--- src/design/poly_sin_cos_unit_assert.svh ---
// Assertion macros shared by the sine / cosine unit.
`ifndef POLY_SIN_COS_UNIT_ASSERT_SVH
`define POLY_SIN_COS_UNIT_ASSERT_SVH

// Same-cycle implication, disabled while reset is asserted.
`define PSC_ASSERT_IMPL(lbl, clk, rst_n, ante, cons, msg) \
    lbl: assert property (@(posedge clk) disable iff (!(rst_n)) (ante) |-> (cons)) \
        else $error(msg);

// Next-cycle implication, disabled while reset is asserted.
`define PSC_ASSERT_NEXT(lbl, clk, rst_n, ante, cons, msg) \
    lbl: assert property (@(posedge clk) disable iff (!(rst_n)) (ante) |=> (cons)) \
        else $error(msg);

`endif

--- src/design/psc_pkg.sv ---
package psc_pkg;

    localparam int ANGLE_FRAC_BITS_DEF = 29;
    localparam int OUT_FRAC_BITS_DEF   = 30;

    // Accumulator width, multiplier operand magnitude width, folded angle width.
    localparam int ACC_W = 36;
    localparam int MAG_W = 32;
    localparam int X_W   = 31;

    localparam logic [63:0] PI_Q62 = 64'hC90FDAA22168C235;

    // Q30 coefficients. The highest-order term of each polynomial enters the Horner chain as stored, with no negation.
    localparam logic signed [ACC_W-1:0] ONE_Q30 = 36'sd1073741824;
    localparam logic signed [ACC_W-1:0] SIN_K0  = 36'sd1073740816;
    localparam logic signed [ACC_W-1:0] SIN_K1  = -36'sd178945024;
    localparam logic signed [ACC_W-1:0] SIN_K2  = 36'sd8924834;
    localparam logic signed [ACC_W-1:0] SIN_NK3 = -36'sd198515;
    localparam logic signed [ACC_W-1:0] COS_K0  = 36'sd1073709838;
    localparam logic signed [ACC_W-1:0] COS_K1  = -36'sd536637595;
    localparam logic signed [ACC_W-1:0] COS_K2  = 36'sd44416528;
    localparam logic signed [ACC_W-1:0] COS_NK3 = -36'sd1332771;

    // Control and operands that travel alongside the accumulator.
    typedef struct packed {
        logic             valid;
        logic             cosine;
        logic             negate;
        logic [X_W-1:0]   x;
        logic [MAG_W-1:0] x2;
    } t_side;

    // Pi in the angle format, rounded to nearest.
    function automatic logic [32:0] pi_code(input int unsigned af);
        logic [64:0] t;
        t = {1'b0, PI_Q62} + (65'd1 << (61 - af));
        t = t >> (62 - af);
        return t[32:0];
    endfunction

    // Pi/2 in the angle format, rounded to nearest.
    function automatic logic [32:0] half_code(input int unsigned af);
        logic [64:0] t;
        t = {1'b0, PI_Q62} + (65'd1 << (62 - af));
        t = t >> (63 - af);
        return t[32:0];
    endfunction

endpackage

--- src/design/psc_mac.sv ---
module psc_mac (
    input  logic                                 i_clk,
    input  logic                                 i_rst_n,
    input  psc_pkg::t_side                       i_side,
    input  logic [psc_pkg::MAG_W-1:0]            i_mult,
    input  logic signed [psc_pkg::ACC_W-1:0]     i_acc,
    input  logic signed [psc_pkg::ACC_W-1:0]     i_coef,
    output psc_pkg::t_side                       o_side,
    output logic signed [psc_pkg::ACC_W-1:0]     o_acc
);

    localparam int PW = 2 * psc_pkg::MAG_W;
    localparam int RW = PW - 30;

    psc_pkg::t_side                      r_side1;
    logic [PW-1:0]                       r_prod;
    logic                                r_neg;
    logic signed [psc_pkg::ACC_W-1:0]    r_coef;

    psc_pkg::t_side                      r_side2;
    logic signed [psc_pkg::ACC_W-1:0]    r_acc;

    logic [psc_pkg::ACC_W-1:0]           w_abs;
    logic [PW-1:0]                       w_sum;
    logic [RW-1:0]                       w_rnd;
    logic signed [psc_pkg::ACC_W-1:0]    w_mag;
    logic signed [psc_pkg::ACC_W-1:0]    w_term;
    logic signed [psc_pkg::ACC_W-1:0]    n_acc;

    // Stage 1: unsigned product of magnitudes; the multiplier operand is never negative.
    always_comb begin
        w_abs = i_acc[psc_pkg::ACC_W-1] ? (-i_acc) : i_acc;
    end

    always_ff @(posedge i_clk) begin
        if (!i_rst_n) begin
            r_side1.valid <= 1'b0;
        end else begin
            r_side1.valid <= i_side.valid;
        end
        r_side1.cosine <= i_side.cosine;
        r_side1.negate <= i_side.negate;
        r_side1.x      <= i_side.x;
        r_side1.x2     <= i_side.x2;
        r_prod <= PW'(i_mult) * PW'(w_abs[psc_pkg::MAG_W-1:0]);
        r_neg  <= i_acc[psc_pkg::ACC_W-1];
        r_coef <= i_coef;
    end

    // Stage 2: round the magnitude to Q30 (ties away from zero), restore sign, add.
    always_comb begin
        w_sum  = r_prod + (PW'(1) << 29);
        w_rnd  = w_sum[PW-1:30];
        w_mag  = $signed(psc_pkg::ACC_W'(w_rnd));
        w_term = r_neg ? (-w_mag) : w_mag;
        n_acc  = r_coef + w_term;
    end

    always_ff @(posedge i_clk) begin
        if (!i_rst_n) begin
            r_side2.valid <= 1'b0;
        end else begin
            r_side2.valid <= r_side1.valid;
        end
        r_side2.cosine <= r_side1.cosine;
        r_side2.negate <= r_side1.negate;
        r_side2.x      <= r_side1.x;
        r_side2.x2     <= r_side1.x2;
        r_acc <= n_acc;
    end

    assign o_side = r_side2;
    assign o_acc  = r_acc;

endmodule

--- config.mk ---
export PLATFORM = sky130hd
export DESIGN_NAME = psc_mac
export DESIGN_NICKNAME = d
export VERILOG_FILES = /design/src/design/poly_sin_cos_unit_assert.svh /design/src/design/psc_pkg.sv /design/src/design/psc_mac.sv
export SDC_FILE = /design/constraint.sdc
export NUM_CORES = 2
export LEC_CHECK = 0
export ABC_AREA = 1
export BUFFER_PORTS_ARGS = -buffer_cell sky130_fd_sc_hd__buf_2
export CAP_MARGIN = 20
export CORE_MARGIN = 8
export CORE_UTILIZATION = 40
export DETAILED_ROUTE_END_ITERATION = 16
export HOLD_SLACK_MARGIN = 0.05
export PLACE_DENSITY = 0.67
export REMOVE_ABC_BUFFERS = 1
export SKIP_LAST_GASP = 1
export SLEW_MARGIN = 20
export SYNTH_ARGS = -nofsm -noshare
export SYNTH_HDL_FRONTEND = slang
export SYNTH_SLANG_ARGS = --single-unit
--- constraint.sdc ---
create_clock -name i_clk -period 13.25 [get_ports i_clk]
set_clock_uncertainty 0.2 [all_clocks]
set_input_delay 1.325 -clock i_clk [delete_from_list [all_inputs] [get_ports i_clk]]
set_output_delay 1.325 -clock i_clk [all_outputs]
set_load 0.005 [all_outputs]
==> results.json <==
{
  "status": "finished clean",
  "dr.pass1.iters": 6,
  "maxSlewViolCount": 0,
  "syn_to_final_growth_pct": 8.071,
  "cts_tree": "yes",
  "drv_cap": 0,
  "critPathRequiredTime_ns": 13.48,
  "wl_met1_um": 53500,
  "cts_buffer_depth": 3,
  "max_stage_delay_ns": 0.71,
  "numCtsBuffers": 24,
  "synthMostInstantiatedCell": "inv_1",
  "crit_path_frequent_cell": "inv_1",
  "syn_area_um2": 43250,
  "core_um2": 107200,
  "r2r_setup_slack_ns": 8.14,
  "clock.fmax_ghz": 0.09331,
  "fp.dieArea_um2": 118900,
  "io_buffers": 270,
  "first_iter_violations": 2976,
  "highest_layer": "met5",
  "synth_edf_count": 0,
  "synth_common_cells": "inv_1, nand2_1, fa_1",
  "start_util_pct": 40.35,
  "max_slew_margin_pct": 21.81,
  "clk_transition_reported_paths_ns": 0.06,
  "synth.area.top_cells": "fa_1, dfxtp_1, inv_1",
  "path_class": "input pin to register",
  "tns_ns": 0,
  "final_cells": 6986,
  "cts_hold_buf": 0,
  "drive_gt1_share_pct": 7.368,
  "setup_violations": 0,
  "grt_max_degree": 36,
  "async_flop_share_pct": 0,
  "overflow": 0,
  "grt_pass1_wl_um": 216800,
  "root_buffer": "clkbuf_16",
  "grt_pass1_vias": 38252,
  "num_rows": 120,
  "placed_cells": 6937,
  "via_count": 36131,
  "synth_warnings": 0,
  "synth-seq-area-share_pct": 11.11,
  "hpwl_um": 114600,
  "post_cts_buffers": 0,
  "synth_top_area_share_pct": 41.47,
  "die_w_um": 344.8,
  "worstHoldPathType": "register to register",
  "ys_ff_latch": 240,
  "worstSkewPairLatency_ns": 0.54,
  "fin_crit_sh_pct": 80.89,
  "fin_nets": 6926,
  "min_period_ns": 10.72,
  "drc": 0,
  "drt-wirelength-per-cell_um": 19.96,
  "clock-sinks": 240,
  "antenna_found_initial": 7,
  "cts_resized": 0,
  "worst_pin_slew_ns": 1.173,
  "synth_cell_type_count": 51,
  "arrival_ns": 10.94,
  "h-tree-depth": 1,
  "crit_fanout": 20,
  "die_h_um": 344.8,
  "dr_wl_met3_um": 13380,
  "viasPerCell": 5.172,
  "avgSynthCellArea_um2": 7.986,
  "synth_largest_area_cell": "fa_1",
  "timing_hold_violations_final": 0,
  "synth_cells": 5416,
  "startpoint_type": "input pin",
  "wl_um": 139400,
  "antenna_left": 0,
  "place.gp.congestion": 0.9671,
  "critPathCaptureType": "register",
  "met2_length_um": 64420,
  "rsz0062_at_grt": "false",
  "design.portCount": 274,
  "cp_slowest_cell": "inv_1",
  "synth_flop_cell": "dfxtp_1",
  "gr-usage-all-layers_pct": 23.58
}
flip-flops by register name, summed over array words and instances (netlist names):
name,cells
r_prod,35
r_neg,1
o_side,66
r_side1,66
o_acc,36
r_coef,36
cells in the final DEF, fill, tap and decap left out, drive strengths merged, types with 8 or more instances in the layout:
cell and count:
a31oi 20, xnor2 25, nand3b 10, or2 12
fa 896, inv 1265, clkbuf 28, buf 308
nor4 9, o21ai 102, a21oi 147, nor2 732
dfxtp 240, a21o 18, o21bai 14, ha 298
xor2 60, nor3 29, nand2 1075, o21a 8
clkinv 28, nand3 203, nand4 20
routing by layer:
layer  vias up  GRT usage [%]
met4         2          11.00
met1     17824          29.73
met3       389          3.790
met2      1775          39.63
li1      16141              -
met5         -              0
worst max-delay path: cells and delay by family:
kind                     cells  cell delay (ns)
AO/OA/AOI/OAI                5             1.28
AND/OR/NAND/NOR             10             1.96
XOR/XNOR                     1             0.15
adder cells (fa/ha/maj)     10             4.66
buffers and inverters       11             1.55
final cells by class:
type	instances	area (um^2)
clock buffer	28	635.6
clock inverter	16	210.2
tap	1403	1755
timing repair buffer	308	1637
fill	10768	60460
sequential	240	4805
antenna	5	12.51
inverter	1281	4811
multi-input combinational	3705	32880
kinds of logic (layout without fill, tap and decap cells):
| group | Yosys count | in the layout | synth area share [%] |
|---|---|---|---|
| AND/OR/NAND/NOR | 2094 | 2094 | 19.77 |
| other | 0 | 5 | 0 |
| buffers and inverters | 1471 | 1633 | 12.93 |
| adder cells (fa/ha/maj) | 1194 | 1194 | 50.09 |
| AO/OA/AOI/OAI | 332 | 332 | 4.342 |
| XOR/XNOR | 85 | 85 | 1.765 |
| flip-flops | 240 | 240 | 11.11 |
through the flow:
step	area [um^2]	hold slack, ns	utilization, %	setup WS, ns
after floorplan	42470	0.1096	-	4.146
after CTS	46730	0.1253	43.59	2.729
final	46740	0.1256	43.60	2.533
after detailed placement	45880	0.1121	42.80	2.175
after global routing	46730	0.1235	43.59	2.166
after global placement	45880	0.1097	42.80	2.278
worst paths after layout:
check / start / end / cells after the start
setup reg to reg: r_prod[29] / o_acc[35] / 24
hold reg to reg: r_side1[34] / o_side[34] / 0
setup / recovery: i_acc[0] / r_prod[55] / 37
hold / removal: r_side1[34] / o_side[34] / 0
Power is not shown: default switching activity piles up to over one toggle a cycle in this logic, so the estimate is an artifact.
