File: src/design/poly_sin_cos_unit_assert.svh
// Assertion macros shared by the sine / cosine unit.
`ifndef POLY_SIN_COS_UNIT_ASSERT_SVH
`define POLY_SIN_COS_UNIT_ASSERT_SVH

// Same-cycle implication, disabled while reset is asserted.
`define PSC_ASSERT_IMPL(lbl, clk, rst_n, ante, cons, msg) \
    lbl: assert property (@(posedge clk) disable iff (!(rst_n)) (ante) |-> (cons)) \
        else $error(msg);

// Next-cycle implication, disabled while reset is asserted.
`define PSC_ASSERT_NEXT(lbl, clk, rst_n, ante, cons, msg) \
    lbl: assert property (@(posedge clk) disable iff (!(rst_n)) (ante) |=> (cons)) \
        else $error(msg);

`endif

File: src/design/psc_pkg.sv
package psc_pkg;

    localparam int ANGLE_FRAC_BITS_DEF = 29;
    localparam int OUT_FRAC_BITS_DEF   = 30;

    // Accumulator width, multiplier operand magnitude width, folded angle width.
    localparam int ACC_W = 36;
    localparam int MAG_W = 32;
    localparam int X_W   = 31;

    localparam logic [63:0] PI_Q62 = 64'hC90FDAA22168C235;

    // Q30 coefficients. The highest-order term of each polynomial enters the Horner chain as stored, with no negation.
    localparam logic signed [ACC_W-1:0] ONE_Q30 = 36'sd1073741824;
    localparam logic signed [ACC_W-1:0] SIN_K0  = 36'sd1073740816;
    localparam logic signed [ACC_W-1:0] SIN_K1  = -36'sd178945024;
    localparam logic signed [ACC_W-1:0] SIN_K2  = 36'sd8924834;
    localparam logic signed [ACC_W-1:0] SIN_NK3 = -36'sd198515;
    localparam logic signed [ACC_W-1:0] COS_K0  = 36'sd1073709838;
    localparam logic signed [ACC_W-1:0] COS_K1  = -36'sd536637595;
    localparam logic signed [ACC_W-1:0] COS_K2  = 36'sd44416528;
    localparam logic signed [ACC_W-1:0] COS_NK3 = -36'sd1332771;

    // Control and operands that travel alongside the accumulator.
    typedef struct packed {
        logic             valid;
        logic             cosine;
        logic             negate;
        logic [X_W-1:0]   x;
        logic [MAG_W-1:0] x2;
    } t_side;

    // Pi in the angle format, rounded to nearest.
    function automatic logic [32:0] pi_code(input int unsigned af);
        logic [64:0] t;
        t = {1'b0, PI_Q62} + (65'd1 << (61 - af));
        t = t >> (62 - af);
        return t[32:0];
    endfunction

    // Pi/2 in the angle format, rounded to nearest.
    function automatic logic [32:0] half_code(input int unsigned af);
        logic [64:0] t;
        t = {1'b0, PI_Q62} + (65'd1 << (62 - af));
        t = t >> (63 - af);
        return t[32:0];
    endfunction

endpackage

File: src/design/psc_round.sv
module psc_round #(
    parameter int OUT_FRAC_BITS = psc_pkg::OUT_FRAC_BITS_DEF
) (
    input  logic                             i_clk,
    input  logic                             i_rst_n,
    input  psc_pkg::t_side                   i_side,
    input  logic signed [psc_pkg::ACC_W-1:0] i_acc,
    output logic                             o_valid,
    output logic [31:0]                      o_value
);

    localparam int SHIFT = 30 - OUT_FRAC_BITS;
    localparam logic [psc_pkg::ACC_W-1:0] ROUND_ADD = (psc_pkg::ACC_W'(1) << SHIFT) >> 1;
    localparam logic [psc_pkg::ACC_W-1:0] LIM       = psc_pkg::ACC_W'(1) << OUT_FRAC_BITS;

    logic                          r_valid;
    logic [31:0]                   r_value;

    logic                          w_sign;
    logic [psc_pkg::ACC_W-1:0]     w_mag;
    logic [psc_pkg::ACC_W-1:0]     w_rnd;
    logic [psc_pkg::ACC_W-1:0]     w_sat;
    logic [psc_pkg::ACC_W-1:0]     w_res;

    // Work in sign and magnitude so the output shift rounds ties away from zero.
    always_comb begin
        w_sign = i_acc[psc_pkg::ACC_W-1] ^ i_side.negate;
        w_mag  = i_acc[psc_pkg::ACC_W-1] ? (-i_acc) : i_acc;
        w_rnd  = (w_mag + ROUND_ADD) >> SHIFT;
        w_sat  = (w_rnd > LIM) ? LIM : w_rnd;
        w_res  = w_sign ? (-w_sat) : w_sat;
    end

    always_ff @(posedge i_clk) begin
        if (!i_rst_n) begin
            r_valid <= 1'b0;
        end else begin
            r_valid <= i_side.valid;
        end
        r_value <= w_res[31:0];
    end

    assign o_valid = r_valid;
    assign o_value = r_value;

endmodule
File: config.mk
export PLATFORM = sky130hd
export DESIGN_NAME = psc_round
export DESIGN_NICKNAME = d
export VERILOG_FILES = /design/src/design/poly_sin_cos_unit_assert.svh /design/src/design/psc_pkg.sv /design/src/design/psc_round.sv
export SDC_FILE = /design/constraint.sdc
export NUM_CORES = 1
export LEC_CHECK = 0
export BUFFER_PORTS_ARGS = -buffer_cell sky130_fd_sc_hd__buf_4
export CAP_MARGIN = 20
export CORE_ASPECT_RATIO = 0.5
export CORE_MARGIN = 5
export CORE_UTILIZATION = 44
export CTS_CLUSTER_SIZE = 16
export DETAILED_ROUTE_END_ITERATION = 8
export GPL_TIMING_DRIVEN = 0
export MAX_ROUTING_LAYER = met4
export PLACE_DENSITY_LB_ADDON = 0.15
export SLEW_MARGIN = 20
export SYNTH_ARGS = -nofsm -noshare
export SYNTH_HDL_FRONTEND = slang
export SYNTH_SLANG_ARGS = --single-unit
File: constraint.sdc
create_clock -name i_clk -period 4.1 [get_ports i_clk]
set_input_delay 0.205 -clock i_clk [delete_from_list [all_inputs] [get_ports i_clk]]
set_output_delay 0.205 -clock i_clk [all_outputs]
set_load 0.1 [all_outputs]
==> out/summary.md <==
Buffers inserted to repair hold after CTS numbered 0. The first global-routing pass estimated 17500 µm of wire. The run gives 3120 µm² as the cell area after technology mapping. Setup violations remaining at the end of the flow were counted as 11. During synthesis, Yosys emitted a total of 0 warnings.

The final reports fail on negative setup slack. The total of buffers placed on input and output ports was 65; the final routed wirelength across all metal layers was 11100 µm. Combinational logic burns 39.1% of the power.

Setup repair after global routing could not meet its margin everywhere. At the worst endpoint, the required time is 4.29 ns. Registers are responsible for 29.6% of the overall power.

For this run the aggregate overflow at the end of global routing stands at 0. The number of clock buffers added by TritonCTS is 5. For this block, the initial DRC count from the detailed router was 447. Headroom to the max-slew limit came out at 44.6%. The most frequent standard cell in the layout excluding fill and tap cells was sky130_fd_sc_hd__buf_4. The layout has 550 filler cells.

The tools report the post-DP HPWL as 8180 µm. For this run, the detailed router's first-pass iteration total came to 5. The count of final hold-check violations was 0; the die area was 8990 µm². In the final routed layout, each cell accounts on average for 17.9 µm. The flow ran to the end, but the final reports show violations.

The worst-path maximum fanout is 4, and the sum of internal, switching and leakage power is 1.12 mW. The worst vdd rail ir drop is 0.173 mV, and the post-route DRC violation count is 0. The number of top-level design ports came out at 137. Number of antenna cells inserted: 0. For the signal arrival time at the worst endpoint, the log shows 4.43 ns. The portion of total power attributed to the clock network was 31.3%. For this run, the post-layout net count is 634. The number of global-route vias before repair was 3276.

The final critical-path required period came out at 4.25 ns. STA classifies the critical path startpoint as a primary input. TritonCTS built the clock tree. Cell at the root of the clock tree: sky130_fd_sc_hd__clkbuf_16.

After synthesis, the share of flip-flops with an asynchronous set or reset is 0%. The tool flagged a number of max-cap violations equal to 0. The signal on the critical path passes through buf_12 > clkinv_8 > ha_4 > or4b_4 > buf_12 > o41ai_4 > xor2_2 > o311ai_4 > nor4_4 > a31oi_4 > or3_4 > ha_4 > inv_2 > a2111oi_4 > a41oi_2 > nor4b_4 > and2_4 > or3_4 > o31a_1 > o2111ai_2.

Counting flops with a built-in enable in the synthesized netlist gives 0. The floorplan step defined a core boundary enclosing 6780 µm². Counting every instance in the synthesized netlist gives 412.

The H-tree depth was 2; the fraction of the cycle the final worst path needs was 104%. At the pin with the least slew margin, the transition time is 0.828 ns. The sequential fraction of the synthesis area was 21.1%. After synthesis, the netlist uses 74 different library cells. The start-to-end type of the worst setup path was in -> reg. The largest individual stage delay along the critical path comes from the cell sky130_fd_sc_hd__or4b_4. The classification of the worst-slack hold path is in -> reg.

Number of antenna-violating nets in the routed design: 0. For the cell-internal power, the log shows 0.732 mW. In this run the static leakage power is 1.91 nW. The chip height is 69.6 µm, and the area of combinational cells with multiple inputs is 2770 µm².

The initial standard-cell utilization of the core was 46.1%; the number of core rows was 21. After routing, the total negative slack on setup checks comes to -0.875 ns. The analysis attributes to net switching a power of 0.386 mW.

For the highest clock frequency the design can meet, the log shows 235 MHz. The top cell types in the final layout, fill and taps aside, are sky130_fd_sc_hd__buf_4 (103), sky130_fd_sc_hd__nor2_1 (35), sky130_fd_sc_hd__dfxtp_1 (33). Global routing used 24.8% of the available tracks. Initial antenna violation count: 0. Counting every net in the synthesized netlist gives 518. The final-report max-slew violation count is 0, and the largest stage delay on the critical path is 0.51 ns. The die is 129 µm wide. The tools report the storage element area as 661 µm². After synthesis, the mean cell area works out to 7.58 µm². The power per cell area is 234 nW/µm², and the hold slack is 0.143 ns.

STA classifies the critical path endpoint as a flip-flop. In this run switching power makes up 34.5% of total power. In the final layout, the share of cells above drive strength 1 is 39.0%. Entering global routing, the biggest net connects 11 pins.

From synthesis to final layout, the design area changed by 53.0%. The register bit count reported by yosys works out to 33. The most used flip-flop cell after synthesis is sky130_fd_sc_hd__dfxtp_1. The worst-case setup margin in the final layout was -0.147 ns; the number of sinks on the clock net was 33.

The via count normalized by instance count is 5.81. The clock passes through at most 2 buffers. For this block, the via count after detailed routing is 3601.

The routability congestion estimate from global placement is 0.907, and the clock-pin slew of the registers on the worst-case setup and hold paths is 0.05 ns.
==> final timing paths <==
kind	cells after the start	startpoint	to
min	2	i_side[65]	o_valid
max	20	i_acc[1]	o_value[12]
==> flip-flops by register name, summed over array words and instances, names as in the netlist <==
signal   count
o_valid      1
o_value     32
==> power by group through the flow <==
stage          clock [mW]  sequential [mW]  combinational (mW)
2_1_floorplan           0            0.390               0.196
3_3_place_gp            0            0.337               0.361
3_5_place_dp            0            0.337               0.362
4_1_cts             0.358            0.331               0.413
5_1_grt             0.377            0.331               0.463
6_report            0.350            0.331               0.437
==> cell type report <==
cell class | instances | share of cell area, %
clock buffer | 7 | 2.98
buffer | 23 | 3.25
inverter | 9 | 1.07
tap | 92 | 2.41
multi-input combinational | 346 | 57.8
sequential | 33 | 13.8
timing repair buffer | 110 | 18.6
==> cell usage after synthesis (3+ instances only) <==
cell type | number | area, µm²
sky130_fd_sc_hd__nor2b_1 | 6 | 37.5
sky130_fd_sc_hd__nor4_1 | 8 | 50.1
sky130_fd_sc_hd__nor4_4 | 3 | 63.8
sky130_fd_sc_hd__a31oi_1 | 8 | 50.1
sky130_fd_sc_hd__inv_1 | 9 | 33.8
sky130_fd_sc_hd__clkbuf_1 | 13 | 48.8
sky130_fd_sc_hd__or3_1 | 12 | 75.1
sky130_fd_sc_hd__nand2b_1 | 4 | 25.0
sky130_fd_sc_hd__xor2_1 | 25 | 219
sky130_fd_sc_hd__buf_2 | 7 | 35.0
sky130_fd_sc_hd__o2111ai_1 | 5 | 43.8
sky130_fd_sc_hd__xnor2_1 | 27 | 236
sky130_fd_sc_hd__o31ai_1 | 11 | 82.6
sky130_fd_sc_hd__o211ai_1 | 3 | 22.5
sky130_fd_sc_hd__nor3_1 | 16 | 80.1
sky130_fd_sc_hd__and3_1 | 4 | 25.0
sky130_fd_sc_hd__nand3_1 | 13 | 65.1
sky130_fd_sc_hd__nand2_1 | 31 | 116
sky130_fd_sc_hd__nor2_1 | 37 | 139
sky130_fd_sc_hd__nand3b_1 | 3 | 22.5
sky130_fd_sc_hd__a21oi_1 | 13 | 65.1
sky130_fd_sc_hd__a211oi_1 | 4 | 30.0
sky130_fd_sc_hd__nor3b_1 | 3 | 22.5
sky130_fd_sc_hd__o21ai_1 | 11 | 55.1
sky130_fd_sc_hd__or4_1 | 7 | 52.6
sky130_fd_sc_hd__o21ai_0 | 23 | 115
sky130_fd_sc_hd__mux2i_1 | 3 | 30.0
sky130_fd_sc_hd__nand4_1 | 8 | 50.1
sky130_fd_sc_hd__o41ai_1 | 3 | 26.3
sky130_fd_sc_hd__dfxtp_1 | 33 | 661
sky130_fd_sc_hd__and2_1 | 6 | 37.5
sky130_fd_sc_hd__nor4b_1 | 3 | 26.3
==> metrics by stage <==
step / cell area, µm² / util [%] / cells / worst slack, ns
6_report: 4780 / 70.5 / 620 / -0.147
5_1_grt: 4780 / 70.5 / 620 / -0.341
4_1_cts: 4610 / 68.0 / 609 / -0.232
3_5_place_dp: 3890 / 57.5 / 569 / -1.13
3_3_place_gp: 3890 / 57.5 / 569 / -1.17
2_1_floorplan: 3290 / - / 412 / -0.149
==> cells by family after synthesis <==
kind of cell | count (synthesis) | synth area share (%)
DFF | 33 | 21.1
buffers and inverters | 33 | 4.53
xor gates and xnor gates | 52 | 14.6
muxes | 4 | 1.32
AOI/OAI and AO/OA | 106 | 23.3
adders and majority gates | 2 | 0.801
and+or+nand+nor | 182 | 34.4
==> critical path: cells and delay by family <==
family	cells	cell delay, ns
fa+ha+maj	2	0.32
xor+xnor	1	0.28
compound gates	7	1.38
buf+inv	4	0.36
simple gates	6	1.87
==> repair_timing <==
| action | in CTS | in global routing |
|---|---|---|
| buffers inserted | 34 | 11 |
| gates cloned | 0 | 0 |
| setup endpoints to repair | 14 | 13 |
| endpoints found under the hold margin | 0 | 0 |
| gates resized for setup | 55 | 22 |
| pin swaps | 38 | 25 |
==> layer usage <==
| metal | GRT usage (%) | up-vias | share of wire [%] |
|---|---|---|---|
| li1 | - | 1769 | - |
| met1 | 37.2 | 1636 | 48 |
| met2 | 33.0 | 185 | 40 |
| met3 | 6.08 | 11 | 11 |
| met4 | 5.12 | 0 | 0.93 |
| met5 | - | - | 0 |
(Power assumes the default switching activity.)
