### src/design/poly_sin_cos_unit_assert.svh
// Assertion macros shared by the sine / cosine unit.
`ifndef POLY_SIN_COS_UNIT_ASSERT_SVH
`define POLY_SIN_COS_UNIT_ASSERT_SVH

// Same-cycle implication, disabled while reset is asserted.
`define PSC_ASSERT_IMPL(lbl, clk, rst_n, ante, cons, msg) \
    lbl: assert property (@(posedge clk) disable iff (!(rst_n)) (ante) |-> (cons)) \
        else $error(msg);

// Next-cycle implication, disabled while reset is asserted.
`define PSC_ASSERT_NEXT(lbl, clk, rst_n, ante, cons, msg) \
    lbl: assert property (@(posedge clk) disable iff (!(rst_n)) (ante) |=> (cons)) \
        else $error(msg);

`endif

### src/design/psc_pkg.sv
package psc_pkg;

    localparam int ANGLE_FRAC_BITS_DEF = 29;
    localparam int OUT_FRAC_BITS_DEF   = 30;

    // Accumulator width, multiplier operand magnitude width, folded angle width.
    localparam int ACC_W = 36;
    localparam int MAG_W = 32;
    localparam int X_W   = 31;

    localparam logic [63:0] PI_Q62 = 64'hC90FDAA22168C235;

    // Q30 coefficients. The highest-order term of each polynomial enters the Horner chain as stored, with no negation.
    localparam logic signed [ACC_W-1:0] ONE_Q30 = 36'sd1073741824;
    localparam logic signed [ACC_W-1:0] SIN_K0  = 36'sd1073740816;
    localparam logic signed [ACC_W-1:0] SIN_K1  = -36'sd178945024;
    localparam logic signed [ACC_W-1:0] SIN_K2  = 36'sd8924834;
    localparam logic signed [ACC_W-1:0] SIN_NK3 = -36'sd198515;
    localparam logic signed [ACC_W-1:0] COS_K0  = 36'sd1073709838;
    localparam logic signed [ACC_W-1:0] COS_K1  = -36'sd536637595;
    localparam logic signed [ACC_W-1:0] COS_K2  = 36'sd44416528;
    localparam logic signed [ACC_W-1:0] COS_NK3 = -36'sd1332771;

    // Control and operands that travel alongside the accumulator.
    typedef struct packed {
        logic             valid;
        logic             cosine;
        logic             negate;
        logic [X_W-1:0]   x;
        logic [MAG_W-1:0] x2;
    } t_side;

    // Pi in the angle format, rounded to nearest.
    function automatic logic [32:0] pi_code(input int unsigned af);
        logic [64:0] t;
        t = {1'b0, PI_Q62} + (65'd1 << (61 - af));
        t = t >> (62 - af);
        return t[32:0];
    endfunction

    // Pi/2 in the angle format, rounded to nearest.
    function automatic logic [32:0] half_code(input int unsigned af);
        logic [64:0] t;
        t = {1'b0, PI_Q62} + (65'd1 << (62 - af));
        t = t >> (63 - af);
        return t[32:0];
    endfunction

endpackage

### src/design/psc_reduce.sv
module psc_reduce #(
    parameter int ANGLE_FRAC_BITS = psc_pkg::ANGLE_FRAC_BITS_DEF
) (
    input  logic          i_clk,
    input  logic          i_rst_n,
    input  logic          i_valid,
    input  logic          i_mode,
    input  logic [31:0]   i_angle,
    output psc_pkg::t_side o_side
);

    localparam logic [32:0] PI_Q   = psc_pkg::pi_code(ANGLE_FRAC_BITS);
    localparam logic [32:0] TWO_PI = PI_Q << 1;
    localparam logic [32:0] HALF_Q = psc_pkg::half_code(ANGLE_FRAC_BITS);
    localparam int          X_SHIFT = 30 - ANGLE_FRAC_BITS;

    logic        r_v1;
    logic        r_cos1;
    logic        r_neg1;
    logic [31:0] r_red1;

    logic [32:0] w_a;
    logic [32:0] w_clamped;
    logic        w_past;
    logic [32:0] w_red;

    logic [32:0] w_red1;
    logic        w_fold;
    logic [32:0] w_ang;
    logic [32:0] w_x;

    psc_pkg::t_side r_side;

    // Stage 1: clamp to the last code below two pi and remove a half turn from angles past pi.
    always_comb begin
        w_a       = {1'b0, i_angle};
        w_clamped = (w_a >= TWO_PI) ? (TWO_PI - 33'd1) : w_a;
        w_past    = i_mode ? (w_a >= PI_Q) : (w_a > PI_Q);
        w_red     = w_past ? (w_clamped - PI_Q) : w_clamped;
    end

    always_ff @(posedge i_clk) begin
        if (!i_rst_n) begin
            r_v1 <= 1'b0;
        end else begin
            r_v1 <= i_valid;
        end
        r_cos1 <= i_mode;
        r_neg1 <= w_past;
        r_red1 <= w_red[31:0];
    end

    // Stage 2: fold into the first quadrant; cosine changes sign across the fold.
    always_comb begin
        w_red1 = {1'b0, r_red1};
        w_fold = w_red1 > HALF_Q;
        w_ang  = w_fold ? (PI_Q - w_red1) : w_red1;
        w_x    = w_ang << X_SHIFT;
    end

    always_ff @(posedge i_clk) begin
        if (!i_rst_n) begin
            r_side.valid <= 1'b0;
        end else begin
            r_side.valid <= r_v1;
        end
        r_side.cosine <= r_cos1;
        r_side.negate <= r_neg1 ^ (w_fold & r_cos1);
        r_side.x      <= w_x[psc_pkg::X_W-1:0];
        r_side.x2     <= '0;
    end

    assign o_side = r_side;

endmodule

### config.mk
export PLATFORM = sky130hd
export DESIGN_NAME = psc_reduce
export DESIGN_NICKNAME = d
export VERILOG_FILES = /design/src/design/poly_sin_cos_unit_assert.svh /design/src/design/psc_pkg.sv /design/src/design/psc_reduce.sv
export SDC_FILE = /design/constraint.sdc
export NUM_CORES = 1
export LEC_CHECK = 0
export BUFFER_PORTS_ARGS = -buffer_cell sky130_fd_sc_hd__buf_4
export CORE_MARGIN = 5
export CORE_UTILIZATION = 53
export CTS_BUF_LIST = sky130_fd_sc_hd__clkbuf_4 sky130_fd_sc_hd__clkbuf_8 sky130_fd_sc_hd__clkbuf_16
export DETAILED_ROUTE_END_ITERATION = 16
export GPL_TIMING_DRIVEN = 1
export PLACE_DENSITY_LB_ADDON = 0.3
export SLEW_MARGIN = 30
export SYNTH_ARGS = -nofsm -noshare
export SYNTH_HDL_FRONTEND = slang
export SYNTH_SLANG_ARGS = --single-unit
### constraint.sdc
create_clock -name i_clk -period 4.85 [get_ports i_clk]
set_clock_uncertainty 0.1 [all_clocks]
set_input_delay 0.97 -clock i_clk [delete_from_list [all_inputs] [get_ports i_clk]]
set_output_delay 0.97 -clock i_clk [all_outputs]
set_load 0.01 [all_outputs]
==> results of run 1 <==
[critical path: stages]
cell,delay (ps)
buf_4,140
or4_4,560
nor2_2,200
a21oi_4,90
buf_4,170
o21a_1,120
nand2_1,90
ha_1,190
or3b_2,460
a21oi_1,200
nor2_1,130
o211ai_1,210
buf_4,180
a21oi_1,70
nor3b_1,230
xnor2_1,150
nor2_1,50
[Yosys cell counts, drive strengths merged, types with 3 or more instances]
cell / count
buf: 43
nand2: 53
and3: 4
inv: 10
and2: 5
xnor2: 20
o211ai: 4
a31o: 3
nand2b: 4
nand3b: 3
nand3: 8
clkbuf: 12
xor2: 24
dfxtp: 68
o21a: 5
a22o: 3
or4: 7
a21o: 4
a21boi: 4
nor4: 9
o31ai: 5
a31oi: 9
a21oi: 35
nor3: 10
o21ai: 26
or3: 5
nand4: 10
nor2: 36
[stage by stage]
stage | util [%] | area (um2) | instances | worst slack [ps] | hold WS (ps)
floorplan | - | 3940 | 498 | 362 | 231
global placement | 59.8 | 4270 | 616 | 473 | 257
detailed placement | 59.8 | 4270 | 616 | 450 | 266
CTS | 63.5 | 4530 | 631 | 811 | 276
global route | 63.5 | 4530 | 631 | 595 | 290
finish | 63.5 | 4530 | 631 | 790 | 276
[layer usage]
layer / routed length [um] / part of all wire, % / vias up / GRT usage [%]
li1: - / - / 1710 / -
met2: 4530 / 47 / 158 / 35.6
met5: 0 / 0 / - / 0
met1: 4190 / 43 / 1568 / 28.4
met4: 248 / 2.6 / 0 / 9.50
met3: 723 / 7.5 / 25 / 4.06
[area by class of cell]
type	count	area (um2)	share of cell area (%)
inverter	10	37.5	0.829
tap	99	124	2.73
timing repair buffer	74	556	12.3
multi-input combinational	365	2190	48.3
clock buffer	9	124	2.73
sequential	68	1360	30.1
clock inverter	6	138	3.04
[path summary, 6_finish.rpt]
| path | from | end |
|---|---|---|
| setup / recovery | i_angle[28] | r_red1[28] |
| hold reg to reg | r_cos1 | o_side[64] |
| hold / removal | r_cos1 | o_side[64] |
| setup reg to reg | r_red1[18] | o_side[48] |
[kinds of logic after synthesis]
family	synth area share, %
flip-flops	35.7
multiplexers	0.525
adder cells (fa/ha/maj)	0.656
AND/OR/NAND/NOR	22.0
other	0.0983
AO/OA/AOI/OAI	20.6
buffers and inverters	10.3
XOR/XNOR	10.1
[state kept, by name, summed over array words and instances (netlist names)]
| register | cells |
|---|---|
| r_red1 | 32 |
| r_cos1 | 1 |
| r_v1 | 1 |
| o_side | 33 |
| r_neg1 | 1 |
[where the power goes]
| group | internal (uW) | switching (uW) | total, uW |
|---|---|---|---|
| registers | 664 | 59.0 | 723 |
| clock network | 392 | 207 | 600 |
| logic | 214 | 240 | 454 |
==> results.sh, run 1 <==
export IMPL_drive_above_1_share_pct=20.1
export IMPL_fillers=642
export IMPL_timing_setup_tns_ps=0
export IMPL_powerDensity_nw_per_um2=392
export IMPL_firstDrtPassIters=5
export IMPL_drcViolationCount=0
export IMPL_dieArea_um2=8990
export IMPL_row_count=31
export IMPL_hold_viol_final=0
export IMPL_fmax_ghz=0.246
export IMPL_maxCapViolations=0
export IMPL_antenna_found_initial=0
export IMPL_cts_resized=0
export IMPL_rsz0062_at_grt="false"
export IMPL_design_core_area_um2=7140
export IMPL_setup_viol=0
export IMPL_grt_pass1_vias=3154
export IMPL_final_nets=566
export IMPL_reg2reg_depth=6
export IMPL_ant_nets=0
export IMPL_via_per_inst=5.48
export IMPL_syn_to_final_growth_pct=18.7
export IMPL_hold_depth=0
export IMPL_ys_warn_count=0
export IMPL_grt_use_total_pct=21.9
export IMPL_die_x_um=94.8
export IMPL_start_kind="input pin"
export IMPL_criticalPathCategory="in2reg"
export IMPL_grt_pass1_wl_um=15300
export IMPL_clk_latency_ps=340
export IMPL_post_cts_buffers=0
export IMPL_worstPathArrival_ps=4190
export IMPL_p_leak_uw=0.00193
export IMPL_cts_root_buf="clkbuf_8"
export IMPL_hpwl_um=7470
export IMPL_synth_largest_area_cell="dfxtp_1"
export IMPL_grt_ovfl_total=0
export IMPL_layout_commonest_cell="buf_4"
export IMPL_crit_fanout=7
export IMPL_start_util_pct=53.5
export IMPL_fin_crit_ps=4060
export IMPL_yosysSeqAreaShare_pct=35.7
export IMPL_synth_top_cell_area_share_pct=35.7
export IMPL_ios=102
export IMPL_status="finished clean"
export IMPL_tightest_slew_ps=665
export IMPL_ir_drop_v=0.000157
export IMPL_h_tree_depth=3
export IMPL_synth_edf_count=0
export IMPL_slew_headroom_pct=55.6
export IMPL_synthTopCellsByArea="dfxtp_1 (36%), buf_4 (6.5%), xor2_1 (5.5%)"
export IMPL_cts_buffers=9
export IMPL_holdBufCountCts=0
export IMPL_ys_ff_latch=68
export IMPL_cp_data_required_time_ps=4980
export IMPL_cts_sinks=68
export IMPL_numPortBuffers=68
export IMPL_ys_types=64
export IMPL_grt_max_degree=32
export IMPL_gp_congestion=1.02
export IMPL_power_uw=1780
export IMPL_totalWireLength_um=9690
export IMPL_synth_area_per_cell_um2=8.20
export IMPL_layout_common_cells="buf_4 (74), dfxtp_1 (68), nand2_1 (53), nor2_1 (35)"
export IMPL_vias=3461
export IMPL_clockBufferDepth=2
export IMPL_netlist_area_um2=3810
export IMPL_cts_tree="built"
export IMPL_drt_iter0_markers=199
export IMPL_ys_flop_type="dfxtp_1"
export IMPL_hold_path_class="reg2reg"
export IMPL_slew_viol_final=0
export IMPL_die_h_um=94.8
export IMPL_finalCritPeriodShare_pct=83.7
export IMPL_num_antenna_cells=0
export IMPL_async_reset_ff_share_pct=0
export IMPL_rrSetupSlack_ps=2100
export IMPL_routedWlPerCell_um=15.4
export IMPL_clk_pin_slew_ps=70
export IMPL_synthCells=465
export IMPL_worstSetupEndpointType="register"
(Power assumes the default switching activity.)
==> inputs of run 2 (changes only) <==
==> constraint.sdc (replaced) <==
create_clock -name i_clk -period 3.85 [get_ports i_clk]
set_clock_uncertainty 0.1 [all_clocks]
set_input_delay 0.77 -clock i_clk [delete_from_list [all_inputs] [get_ports i_clk]]
set_output_delay 0.77 -clock i_clk [all_outputs]
set_load 0.01 [all_outputs]
==> run 2 against run 1 <==
Effect of this change:
- worst hold slack lost 20 ps
- global-route usage grew 0.057 points
- worst setup slack lost 600 ps
- largest power group unchanged
- clock power shrank 6.0%
- wire length grew 0.68%
- flip-flop and latch count is the same
- clock-buffer cell count grew 2
- non-clock buffer count grew 29
- via count grew 3.2%
==> results.sh, run 2 (synthesis gave the netlist of run 1 again) <==
export IMPL_status="finished clean"
export IMPL_die_x_um=94.8
export IMPL_num_antenna_cells=0
export IMPL_wl_met2_um=4750
export IMPL_powerDensity_nw_per_um2=439
export IMPL_finalCritPeriodShare_pct=95.0
export IMPL_rrSetupSlack_ps=1000
export IMPL_holdBufCountCts=0
export IMPL_grt_ovfl_total=0
export IMPL_drt_iter0_markers=206
export IMPL_drcViolationCount=0
export IMPL_routedWlPerCell_um=14.8
export IMPL_ant_nets=0
export IMPL_slew_headroom_pct=52.3
export IMPL_antenna_found_initial=0
export IMPL_hold_viol_final=0
export IMPL_hold_path_class="reg2reg"
export IMPL_cts_root_buf="clkbuf_8"
export IMPL_via_per_inst=5.41
export IMPL_gp_congestion=0.901
export IMPL_fmax_ghz=0.273
export IMPL_tightest_slew_ps=715
export IMPL_r2r_start="r_red1[18]"
export IMPL_setup_viol=0
export IMPL_intPower_uw=1450
export IMPL_post_cts_buffers=0
export IMPL_dieArea_um2=8990
export IMPL_hold_path_end="o_side[64]"
export IMPL_final_nets=595
export IMPL_die_h_um=94.8
export IMPL_totalWireLength_um=9760
export IMPL_cts_buffers=9
export IMPL_clockPowerShare_pct=27.2
export IMPL_seq_power_share_pct=43.8
export IMPL_syn_to_final_growth_pct=23.9
export IMPL_ir_drop_v=0.000193
export IMPL_clockBufferDepth=2
export IMPL_m1WireLength_um=4050
export IMPL_h_tree_depth=3
export IMPL_numPortBuffers=68
export IMPL_p_sw_uw=627
export IMPL_grt_pass1_vias=3323
export IMPL_vias=3572
export IMPL_worstSetupEndpointType="register"
export IMPL_grt_use_total_pct=22.0
export IMPL_crit_fanout=5
export IMPL_cts_tree="built"
export IMPL_layout_common_cells="buf_4 (103), dfxtp_1 (68), nand2_1 (53), conb_1 (34), nor2_1 (33)"
export IMPL_grt_pass1_wl_um=15400
export IMPL_row_count=31
export IMPL_worstPathArrival_ps=3790
export IMPL_slew_viol_final=0
export IMPL_largest_reg_flops=33
export IMPL_cts_sinks=68
export IMPL_met3WireLength_um=686
export IMPL_rsz0062_at_grt="false"
export IMPL_cts_resized=0
export IMPL_clk_latency_ps=340
export IMPL_cp_data_required_time_ps=3980
export IMPL_worstHoldStart="r_cos1"
export IMPL_power_frac_comb_pct=29.0
export IMPL_layout_commonest_cell="buf_4"
export IMPL_highest_layer="met4"
export IMPL_drive_above_1_share_pct=25.3
export IMPL_maxCapViolations=0
export IMPL_hpwl_um=7720
export IMPL_postLayoutCoreUtil_pct=66.2
export IMPL_holdWs_ps=256
export IMPL_reg2reg_depth=6
export IMPL_p_leak_uw=0.00205
export IMPL_grt_max_degree=19
export IMPL_ios=102
export IMPL_r2r_end="o_side[48]"
export IMPL_fin_crit_ps=3660
export IMPL_hold_depth=0
export IMPL_clk_pin_slew_ps=70
export IMPL_firstDrtPassIters=5
export IMPL_swShare_pct=30.2
export IMPL_start_util_pct=53.5
export IMPL_criticalPathCategory="in2reg"
export IMPL_start_kind="input pin"
export IMPL_fillers=640
export IMPL_design_core_area_um2=7140
==> run 2: metrics by stage <==
step           power [uW]  cells  instance area [um2]  setup TNS (ps)  worst slack (ps)
3_5_place_dp         1520    645                 4520            -955              -190
2_1_floorplan        1280    498                 3990            -345              -156
6_report             2070    660                 4730               0               192
5_1_grt              2190    660                 4730               0            0.0813
3_3_place_gp         1510    645                 4520            -375              -100
4_1_cts              2080    660                 4720               0               172
==> run 2: how the worst max path moves through the flow <==
stage | from | slack (ps) | endpoint | cells past startpoint
floorplan | i_angle[23] | -160 | r_red1[28] | 16
finish | i_angle[22] | 190 | r_red1[30] | 16
global placement | i_angle[22] | -100 | r_red1[30] | 16
detailed placement | i_angle[22] | -190 | r_red1[30] | 16
global route | i_angle[22] | 0.08 | r_red1[30] | 17
CTS | i_angle[22] | 170 | r_red1[30] | 16
==> run 2: cell type report <==
cell class / instances / area [um2] / share of cell area, %
inverter: 10 / 37.5 / 0.794
clock inverter: 4 / 50.0 / 1.06
multi-input combinational: 365 / 2240 / 47.3
clock buffer: 11 / 145 / 3.07
timing repair buffer: 103 / 773 / 16.4
tap: 99 / 124 / 2.62
sequential: 68 / 1360 / 28.8
==> run 2: worst max-delay path: stages <==
cell	delay, ps
buf_4	110
or4_4	550
a41o_1	250
a21oi_4	180
o21ai_4	90
nor2_4	120
ha_2	170
or3b_4	380
a21oi_2	160
nor2_2	60
o211ai_1	290
buf_4	200
o2111ai_1	140
nand2_1	110
a21oi_2	50
xor2_1	140
==> run 2: power groups by stage <==
stage          sequential (uW)  combinational, uW  clock (uW)
6_report                   909                601         564
5_1_grt                    924                656         611
4_1_cts                    908                600         573
3_5_place_dp               924                597           0
3_3_place_gp               919                587           0
2_1_floorplan              956                321           0
==> run 2: per-layer routing <==
layer,global-route usage (%),up-vias
met4,9.62,0
met5,0,-
met1,26.2,1610
li1,-,1764
met2,38.1,174
met3,4.46,24
==> inputs of run 3 (changes only) <==
--- a/config.mk
+++ b/config.mk
@@ -5,13 +5,14 @@
 export SDC_FILE = /design/constraint.sdc
 export NUM_CORES = 1
 export LEC_CHECK = 0
-export BUFFER_PORTS_ARGS = -buffer_cell sky130_fd_sc_hd__buf_4
+export BUFFER_PORTS_ARGS = -buffer_cell sky130_fd_sc_hd__clkbuf_2
 export CORE_MARGIN = 5
 export CORE_UTILIZATION = 53
 export CTS_BUF_LIST = sky130_fd_sc_hd__clkbuf_4 sky130_fd_sc_hd__clkbuf_8 sky130_fd_sc_hd__clkbuf_16
 export DETAILED_ROUTE_END_ITERATION = 16
 export GPL_TIMING_DRIVEN = 1
 export PLACE_DENSITY_LB_ADDON = 0.3
+export REMOVE_ABC_BUFFERS = 1
 export SLEW_MARGIN = 30
 export SYNTH_ARGS = -nofsm -noshare
 export SYNTH_HDL_FRONTEND = slang
==> run 3 against run 2 <==
Effect of this change:
- worst setup slack worse by 68 ps
- highest routed layer unchanged
- die area unchanged
- wire length down 0.88%
==> results.sh, run 3 (synthesis gave the netlist of run 1 again) <==
export IMPL_grtUsageMet1_pct=27.2
export IMPL_r2r_end="o_side[48]"
export IMPL_cts_sinks=68
export IMPL_clockBufferDepth=2
export IMPL_finalCritPeriodShare_pct=96.8
export IMPL_die_x_um=94.8
export IMPL_critPathTopFamily="simple AND/OR/NAND/NOR gates"
export IMPL_post_cts_buffers=0
export IMPL_p_leak_uw=0.00207
export IMPL_criticalPathCategory="in2reg"
export IMPL_reg2reg_depth=6
export IMPL_globalRouteMet3Util_pct=4.22
export IMPL_slew_viol_final=0
export IMPL_routedWlPerCell_um=14.3
export IMPL_dp_cells=661
export IMPL_clk_latency_ps=340
export IMPL_numPortBuffers=68
export IMPL_start_kind="input pin"
export IMPL_grt_ovfl_total=0
export IMPL_grt_use_total_pct=22.0
export IMPL_hold_path_class="reg2reg"
export IMPL_max_stage_delay_ps=530
export IMPL_worstPathArrival_ps=3850
export IMPL_ant_nets=0
export IMPL_setup_slack_ps=125
export IMPL_vias=3580
export IMPL_row_count=31
export IMPL_num_antenna_cells=0
export IMPL_via_per_inst=5.30
export IMPL_cts_buffers=9
export IMPL_h_tree_depth=3
export IMPL_final_nets=611
export IMPL_cp_depth=16
export IMPL_slew_headroom_pct=50.7
export IMPL_fin_crit_ps=3730
export IMPL_grt_max_degree=21
export IMPL_status="finished clean"
export IMPL_grt_busiest_layer="met2"
export IMPL_grt_util_met2_pct=36.8
export IMPL_power_uw=2020
export IMPL_grt_pass1_wl_um=15400
export IMPL_tightest_slew_ps=739
export IMPL_hpwl_um=7700
export IMPL_crit_path_end="r_red1[30]"
export IMPL_timing_setup_tns_ps=0
export IMPL_rsz0062_at_grt="false"
export IMPL_syn_to_final_growth_pct=21.7
export IMPL_worstSetupEndpointType="register"
export IMPL_fmax_ghz=0.268
export IMPL_layout_common_cells="clkbuf_2 (68), dfxtp_1 (68), nand2_1 (53), buf_4 (51)"
export IMPL_setup_viol=0
export IMPL_dieArea_um2=8990
export IMPL_critPathLaunch="i_angle[22]"
export IMPL_timing_critical_path_buf_inv=2
export IMPL_hold_viol_final=0
export IMPL_ios=102
export IMPL_crit_slowest_cell="or4_4"
export IMPL_dp_slack_ps=-285
export IMPL_crit_fanout=5
export IMPL_die_h_um=94.8
export IMPL_totalWireLength_um=9670
export IMPL_ir_drop_v=0.000151
export IMPL_maxCapViolations=0
export IMPL_rrSetupSlack_ps=1080
export IMPL_drive_above_1_share_pct=26.9
export IMPL_powerDensity_nw_per_um2=435
export IMPL_r2r_start="r_red1[18]"
export IMPL_clk_pin_slew_ps=70
export IMPL_fillers=641
export IMPL_gp_congestion=0.956
export IMPL_design_core_area_um2=7140
export IMPL_cts_tree="built"
export IMPL_worstPathCellList="clkbuf_2 > or4_4 > a41o_1 > a21oi_4 > o21ai_2 > nor2_2 > ha_1 > or3b_2 > a21oi_2 > nor2_1 > o211ai_1 > buf_4 > o2111ai_1 > nand2_1 > a21oi_1 > xor2_1"
export IMPL_grt_pass1_vias=3303
export IMPL_instances_no_fill=676
export IMPL_firstDrtPassIters=4
export IMPL_antenna_found_initial=0
export IMPL_largest_reg_flops=33
export IMPL_drcViolationCount=0
export IMPL_cts_root_buf="clkbuf_8"
export IMPL_cp_data_required_time_ps=3980
export IMPL_drt_iter0_markers=245
export IMPL_start_util_pct=53.5
## run 3: layout make-up
type	count	area (um2)	area share, %
repair buffers	119	723	15.6
clock buffers	11	145	3.13
inverters	10	37.5	0.808
multi-input cells	365	2200	47.4
well taps	99	124	2.67
clock inverters	4	50.0	1.08
flip-flops and latches	68	1360	29.3
## run 3: layer usage
layer | vias to the layer above | routed length [um] | share of wire (%)
met4 | 0 | 272 | 2.8
met2 | 158 | 4570 | 47
li1 | 1798 | - | -
met5 | - | 0 | 0
met1 | 1605 | 4210 | 43
met3 | 19 | 625 | 6.5
## run 3: worst register-to-register path, stage by stage, from the launching register on
cell,delay [ps]
dfxtp_1,330
or4_1,550
or4_4,580
o211ai_2,210
o21a_1,490
o21ai_0,230
xnor2_1,160
## run 3: worst min-delay path by stage
stage	cells past startpoint	endpoint	start	slack [ps]
after floorplan	0	o_side[64]	r_cos1	230
after global placement	0	o_side[64]	r_cos1	240
after detailed placement	0	o_side[64]	r_cos1	240
after CTS	0	o_side[64]	r_cos1	260
after global routing	0	o_side[64]	r_cos1	260
final	0	o_side[64]	r_cos1	260
## run 3: stage by stage
stage               cell area, um2  utilization (%)  hold WS [ps]
floorplan                     3580                -           231
global placement              4440             62.1           243
detailed placement            4440             62.1           243
CTS                           4630             64.9           257
global route                  4640             65.1           261
finish                        4640             65.1           257
## run 3: power breakdown
group,switching (uW),leakage [uW],internal [uW]
sequential,71.3,0.000573,836
clock,245,0.0000948,319
combinational,308,0.00140,241
## run 3: timing repair
item,4_1_cts,5_1_grt
gates resized for setup,0,4
hold buffers,0,0
endpoints found under the hold margin,0,0
endpoints found under the setup margin,0,7
